$ cat src/hdl/nap_pkg.sv
// Types and constants of the node address text parser.
package nap_pkg;

  localparam int unsigned FIELD_WIDTH     = 16;
  localparam int unsigned NUM_FIELDS      = 4;
  localparam int unsigned CFG_INDEX_WIDTH = 3;

  // Field positions in the working field array.
  localparam logic [1:0] F_ZONE  = 2'd0;
  localparam logic [1:0] F_NET   = 2'd1;
  localparam logic [1:0] F_NODE  = 2'd2;
  localparam logic [1:0] F_POINT = 2'd3;

  // Register indexes of the configuration port.
  localparam logic [CFG_INDEX_WIDTH-1:0] CFG_DEFAULT_ZONE  = 3'd0;
  localparam logic [CFG_INDEX_WIDTH-1:0] CFG_DEFAULT_NET   = 3'd1;
  localparam logic [CFG_INDEX_WIDTH-1:0] CFG_DEFAULT_NODE  = 3'd2;
  localparam logic [CFG_INDEX_WIDTH-1:0] CFG_DEFAULT_POINT = 3'd3;

  // Characters of the address syntax.
  localparam logic [7:0] CHAR_NUL   = 8'h00;
  localparam logic [7:0] CHAR_COLON = 8'h3A;
  localparam logic [7:0] CHAR_SLASH = 8'h2F;
  localparam logic [7:0] CHAR_DOT   = 8'h2E;
  localparam logic [7:0] CHAR_0     = 8'h30;
  localparam logic [7:0] CHAR_9     = 8'h39;

  typedef logic [FIELD_WIDTH-1:0] field_t;
  typedef field_t [NUM_FIELDS-1:0] field_array_t;

  typedef struct packed {
    logic [7:0] char_code;
    logic       has_char;
    logic       last;
  } in_item_t;

  typedef struct packed {
    logic   parse_ok;
    field_t zone_out;
    field_t net_out;
    field_t node_out;
    field_t point_out;
  } out_item_t;

  typedef struct packed {
    logic         seen_zone_mark;
    logic         seen_net_mark;
    logic         seen_node_mark;
    logic         number_pending;
    field_t       digit_accumulator;
    field_array_t field_values;
    logic         failed;
    logic         string_started;
  } parse_state_t;

endpackage

$ cat src/hdl/node_address_text_parser.sv
// A word accepted into the input register is applied to the parser state when it leaves it,
// and the result of a last word is registered into out_data in that same update.
// Throughput: one word per cycle unless a held result stalls a last word, which then
// holds back later words too; the input register feeds the state combinationally.
// Synchronous reset clears the flags, the pipeline valids and the four templates to zero.
module node_address_text_parser (
  input  logic                                   clk,
  input  logic                                   rst,
  input  logic                                   in_valid,
  output logic                                   in_ready,
  input  nap_pkg::in_item_t                      in_data,
  output logic                                   out_valid,
  input  logic                                   out_ready,
  output nap_pkg::out_item_t                     out_data,
  input  logic                                   cfg_we,
  input  logic [nap_pkg::CFG_INDEX_WIDTH-1:0]    cfg_index,
  input  logic [nap_pkg::FIELD_WIDTH-1:0]        cfg_data
);

  logic                  stage_valid;
  nap_pkg::in_item_t     stage_item;
  nap_pkg::parse_state_t state;
  nap_pkg::parse_state_t state_next;
  nap_pkg::field_array_t tmpl;
  nap_pkg::out_item_t    result;
  logic                  fire;

  // Only a last word needs room in the output register.
  assign fire     = stage_valid && (!stage_item.last || !out_valid || out_ready);
  assign in_ready = !stage_valid || fire;

  nap_step u_step (
    .state      (state),
    .tmpl       (tmpl),
    .item       (stage_item),
    .state_next (state_next),
    .result     (result)
  );

  always_ff @(posedge clk) begin
    if (rst) begin
      stage_valid <= 1'b0;
      out_valid   <= 1'b0;
      state       <= '0;
    end else begin
      if (in_ready) begin
        stage_valid <= in_valid;
      end
      if (fire) begin
        state <= state_next;
      end
      if (fire && stage_item.last) begin
        out_valid <= 1'b1;
      end else if (out_ready) begin
        out_valid <= 1'b0;
      end
    end
  end

  always_ff @(posedge clk) begin
    if (in_valid && in_ready) begin
      stage_item <= in_data;
    end
    if (fire && stage_item.last) begin
      out_data <= result;
    end
  end

  always_ff @(posedge clk) begin
    if (rst) begin
      tmpl <= '0;
    end else if (cfg_we) begin
      unique case (cfg_index)
        nap_pkg::CFG_DEFAULT_ZONE:  tmpl[nap_pkg::F_ZONE]  <= cfg_data;
        nap_pkg::CFG_DEFAULT_NET:   tmpl[nap_pkg::F_NET]   <= cfg_data;
        nap_pkg::CFG_DEFAULT_NODE:  tmpl[nap_pkg::F_NODE]  <= cfg_data;
        nap_pkg::CFG_DEFAULT_POINT: tmpl[nap_pkg::F_POINT] <= cfg_data;
        default: begin
        end
      endcase
    end
  end

endmodule

$ cat src/hdl/nap_step.sv
// Combinational per-byte update of the address parser state.
module nap_step (
  input  nap_pkg::parse_state_t state,
  input  nap_pkg::field_array_t tmpl,
  input  nap_pkg::in_item_t     item,
  output nap_pkg::parse_state_t state_next,
  output nap_pkg::out_item_t    result
);

  nap_pkg::parse_state_t s;
  logic [7:0]            digit;

  always_comb begin
    s = state;
    // The first word of a string starts from the template registers.
    if (!state.string_started) begin
      s                   = '0;
      s.field_values      = tmpl;
      s.string_started    = 1'b1;
    end
    digit = item.char_code - nap_pkg::CHAR_0;

    if (item.has_char && (item.char_code != nap_pkg::CHAR_NUL) && !s.failed) begin
      case (item.char_code) inside
        nap_pkg::CHAR_COLON: begin
          if (s.seen_zone_mark || s.seen_net_mark || s.seen_node_mark) begin
            s.failed = 1'b1;
          end else begin
            if (s.number_pending) begin
              s.field_values[nap_pkg::F_ZONE] = s.digit_accumulator;
            end
            s.seen_zone_mark = 1'b1;
            s.number_pending = 1'b0;
          end
        end
        nap_pkg::CHAR_SLASH: begin
          if (s.seen_net_mark || s.seen_node_mark) begin
            s.failed = 1'b1;
          end else begin
            if (s.number_pending) begin
              s.field_values[nap_pkg::F_NET] = s.digit_accumulator;
            end
            s.seen_net_mark  = 1'b1;
            s.number_pending = 1'b0;
          end
        end
        nap_pkg::CHAR_DOT: begin
          if (s.seen_node_mark) begin
            s.failed = 1'b1;
          end else begin
            if (s.number_pending) begin
              s.field_values[nap_pkg::F_NODE] = s.digit_accumulator;
            end
            s.seen_node_mark = 1'b1;
            s.number_pending = 1'b0;
          end
        end
        [nap_pkg::CHAR_0:nap_pkg::CHAR_9]: begin
          if (!s.number_pending) begin
            s.digit_accumulator = '0;
            s.number_pending    = 1'b1;
          end
          // Times ten as two shifts; the sum wraps at the field width.
          s.digit_accumulator = nap_pkg::FIELD_WIDTH'((s.digit_accumulator << 3)
                                + (s.digit_accumulator << 1)
                                + nap_pkg::FIELD_WIDTH'(digit));
        end
        default: begin
          s.failed = 1'b1;
        end
      endcase
    end

    result = '0;
    if (item.last) begin
      // A trailing number lands in net, point or node by the marks seen.
      if (!s.failed && s.number_pending) begin
        if (s.seen_zone_mark && !s.seen_net_mark) begin
          s.field_values[nap_pkg::F_NET] = s.digit_accumulator;
        end else if (s.seen_node_mark) begin
          s.field_values[nap_pkg::F_POINT] = s.digit_accumulator;
        end else begin
          s.field_values[nap_pkg::F_NODE] = s.digit_accumulator;
        end
      end
      result.parse_ok  = !s.failed;
      result.zone_out  = s.field_values[nap_pkg::F_ZONE];
      result.net_out   = s.field_values[nap_pkg::F_NET];
      result.node_out  = s.field_values[nap_pkg::F_NODE];
      result.point_out = s.field_values[nap_pkg::F_POINT];
      s.string_started = 1'b0;
    end

    state_next = s;
  end

endmodule

$ cat config.mk
export PLATFORM = sky130hd
export DESIGN_NAME = node_address_text_parser
export DESIGN_NICKNAME = d
export VERILOG_FILES = /design/src/hdl/nap_pkg.sv /design/src/hdl/node_address_text_parser.sv /design/src/hdl/nap_step.sv
export SDC_FILE = /design/constraint.sdc
export NUM_CORES = 1
export LEC_CHECK = 0
export BUFFER_PORTS_ARGS = -buffer_cell sky130_fd_sc_hd__clkbuf_2
export CAP_MARGIN = 10
export CORE_ASPECT_RATIO = 0.5
export CORE_MARGIN = 5
export CORE_UTILIZATION = 62
export CTS_BUF_LIST = sky130_fd_sc_hd__clkbuf_8
export DETAILED_ROUTE_END_ITERATION = 12
export PLACE_DENSITY_LB_ADDON = 0.12
export REMOVE_ABC_BUFFERS = 1
export SLEW_MARGIN = 20
export SYNTH_ARGS = -nofsm -noshare
export SYNTH_HDL_FRONTEND = slang
export SYNTH_SLANG_ARGS = --single-unit
export TNS_END_PERCENT = 100
$ cat constraint.sdc
create_clock -name clk -period 7.1 [get_ports clk]
set_clock_uncertainty 0.1 [all_clocks]
set_input_delay 0.355 -clock clk [delete_from_list [all_inputs] [get_ports clk]]
set_output_delay 0.355 -clock clk [all_outputs]
set_load 0.02 [all_outputs]
==> impl_metrics.yaml <==
worst_setup_path:
  end_kind: "flip-flop"
  timing.critical_path.buf_inv: 2
  reg2reg_depth: 12
  critPathKind: "reg -> reg"
  max_stage_delay_ns: 1.09
  reg2reg_to: "out_data[28]"
  worstSetupStartpointType: "flip-flop"
  cp.required_ns: 7.32
  crit_chain: "and3_1 > inv_1 > fa_1 > inv_1 > ha_1 > a21o_1 > a221oi_1 > o21ai_0 > and4b_1 > nor3_1 > mux2_2 > nor2_1"
  r2r_start: "state[0]"
  crit_fanout: 79
  worstSetupPathDepth: 12
  crit_path_top_delay_cell: "dfxtp_4"
  worst_ep_arrival_time_ns: 5.37
  r2r_slack_ns: 1.95
  crit_top_cell: "inv_1"
  path_delay_family: "simple AND/OR/NAND/NOR gates"
sta:
  final_max_slew_viol_count: 0
  grt_setup_unrepaired: "false"
  fmax_mhz: 194
  setup_tns_ns: 0
  finalCriticalPeriod_ns: 5.15
  holdWs_ns: 0.158
  period_share_pct: 72.5
  fin_ws_ns: 1.95
  timing.slew.headroom_pct: 23.5
  worst_pin_slew_ns: 1.15
  setup_violations: 0
  hold_viol_final: 0
routing:
  routed_wl_microns: 33900
  dr_total_vias: 10400
  dr.pass1.iters: 5
  postRouteAntennaNets: 0
  detail_route.wl_per_cell_microns: 20.5
  drtIter0Drc: 1082
  via_per_inst: 6.28
  drc: 0
layout:
  final_area_sq_mm: 0.0133
  nFillCells: 1443
  post_route_cells_drive_above_1_share_pct: 16.2
  n_antenna_cell: 0
  multi_input_area_sq_mm: 0.00604
  finalNetCount: 1431
  seqCellArea_sq_mm: 0.00530
  area_growth_pct: 12.3
yosys:
  synth.cell_area_sq_mm: 0.0118
  ys_ff_latch: 227
  syn_avg_cell_area_sq_um: 9.17
  yosys.cell_types.count: 74
  ys_warn_count: 0
  yosysSeqAreaShare_pct: 44.7
  synthArstFlopShare_pct: 0
  syn_inst: 1291
  ys.flop_type: "dfxtp_1"
  synth_edf_count: 75
floorplan:
  fp.dieH_microns: 108
  core_area_sq_mm: 0.0186
  row_count: 35
  dieArea_sq_mm: 0.0221
  die_x_microns: 205
  boundaryPins: 101
  start_util_pct: 63.8
global_routing:
  antenna_found_initial: 0
  grt_max_degree: 83
  grt_pass1_vias: 10000
  grt_use_total_pct: 30.5
  grt_first_pass_wirelength_microns: 53600
  grt_overflow_total: 0
place:
  io_buffer_count: 100
  place_hpwl_microns: 21200
  pre_cts_ws_ns: 2.07
  dpl_cell_area_sq_mm: 0.0124
  place.gp.congestion: 0.978
pwr:
  powerDensity_mw_per_mm2: 203
  p_total_mw: 2.69
  leakagePower_nw: 5.12
  peakVddDrop_uv: 144
run_status:
  status: "complete, no violations"
cts:
  cts_sinks: 227
  cts-buffers-inserted: 31
  ctsRootBufferMaster: "clkbuf_8"
  clk_pin_slew_ns: 0.08
  post_cts_buffers: 0
  cts_tree: "done"
  htree_levels: 1
  clkLatencyLatePin_ns: 0.60
  cts_max_path_buffers: 3
hold_path:
  whs_path_depth: 2
  worstHoldStart: "rst"
  whs_endpoint: "tmpl[17]"
  hp-class: "in -> reg"
job:
  drv_cap: 0
cell type report:
class | count | area share (%)
Sequential cell | 227 | 39.8
Clock buffer | 35 | 3.62
Clock inverter | 23 | 0.978
Inverter | 34 | 0.960
Tap cell | 259 | 2.44
Multi-Input combinational cell | 929 | 45.4
Timing Repair Buffer | 143 | 6.74
layer usage:
layer	routed length, microns	GRT usage, %	vias to the layer above
met5	0	0	-
met4	866	9.36	0
met3	3480	6.86	74
met2	14900	48.0	526
met1	14600	42.1	4939
li1	-	-	4827
worst max-delay path by stage:
stage	from	endpoint	slack (ns)
floorplan	state[0]	out_data[16]	-0.29
global placement	state[0]	out_data[28]	2.26
detailed placement	state[0]	out_data[28]	2.07
CTS	state[0]	out_data[28]	2.04
global route	state[0]	out_data[28]	1.59
finish	state[0]	out_data[28]	1.95
cells in the mapped netlist, drive strengths merged (3+ instances only):
cell | n | share of area, %
a21oi | 96 | 4.1
clkbuf | 87 | 2.8
a211oi | 64 | 4.1
nand4 | 5 | 0.26
o31ai | 3 | 0.19
o311ai | 13 | 0.96
ha | 25 | 2.6
o21ai | 41 | 1.7
fa | 6 | 1.0
nor2 | 121 | 3.8
nand2 | 214 | 6.8
mux2 | 52 | 4.9
dfxtp | 152 | 26
o221ai | 3 | 0.22
and2 | 7 | 0.37
o211ai | 5 | 0.32
and3 | 40 | 2.1
a221oi | 18 | 1.5
inv | 34 | 1.1
or3 | 3 | 0.16
nor4 | 7 | 0.78
nor3 | 9 | 0.48
nand3 | 12 | 0.55
o31a | 3 | 0.22
xor2 | 5 | 0.37
o22ai | 17 | 0.90
nand2b | 10 | 0.53
nor2b | 3 | 0.16
edfxtp | 75 | 19
nand3b | 15 | 0.95
or4 | 16 | 1.0
xnor2 | 6 | 0.44
a21o | 5 | 0.32
mux2i | 63 | 5.3
a31oi | 11 | 0.71
buf | 14 | 0.77
nor3b | 4 | 0.30
a311oi | 4 | 0.45
sequential cells by signal, indices dropped and copies added (netlist names):
name	flops
out_valid	1
stage_item	10
state	86
stage_valid	1
tmpl	64
out_data	65
where the power goes:
part	internal, mW	total [mW]	switching [mW]
registers	1.38	1.43	0.0490
clock network	0.492	1.01	0.513
logic	0.0973	0.256	0.159
cells in the final DEF (no fill, tap or decap), drive strengths merged, types with 13 or more instances in the layout:
cell type	Yosys	layout
a211oi	64	64
a21oi	96	96
a221oi	18	18
and3	40	40
buf	14	16
clkbuf	87	134
clkinv	0	13
dfxtp	152	152
dlygate4sd3	0	28
edfxtp	75	75
ha	25	25
inv	34	43
mux2	52	52
mux2i	63	63
nand2	214	214
nand3b	15	15
nor2	121	121
o21ai	41	41
o22ai	17	17
o311ai	13	13
or4	16	16
kinds of logic (layout without fill, tap and decap cells):
family / count (synthesis) / in the layout / synth area share (%)
multiplexers: 115 / 115 / 10.3
buffers and inverters: 135 / 235 / 4.62
XOR/XNOR: 11 / 11 / 0.813
adder cells (fa/ha/maj): 31 / 31 / 3.66
AO/OA/AOI/OAI: 299 / 299 / 17.1
AND/OR/NAND/NOR: 473 / 473 / 18.8
flip-flops: 227 / 227 / 44.7
stage by stage:
step	utilization, %	cells
after floorplan	-	1190
after global placement	66.8	1564
after detailed placement	66.8	1564
after CTS	71.6	1650
after global routing	71.6	1650
final	71.6	1650
timing repair:
action | CTS | global route
setup endpoints to repair | 0 | 0
hold endpoints to repair | 76 | 0
gates resized for setup | 0 | 0
hold buffers | 28 | 0
worst reg2reg max path, delay by kind of cell (launching register included):
kind / cells / cell delay, ns
AOI/OAI and AO/OA: 3 / 1.12
adders and majority gates: 2 / 0.84
buffers and inverters: 2 / 0.12
DFF: 1 / 1.09
muxes: 1 / 0.29
and+or+nand+nor: 4 / 1.35
No activity file was read; power rests on OpenSTA's default activity.
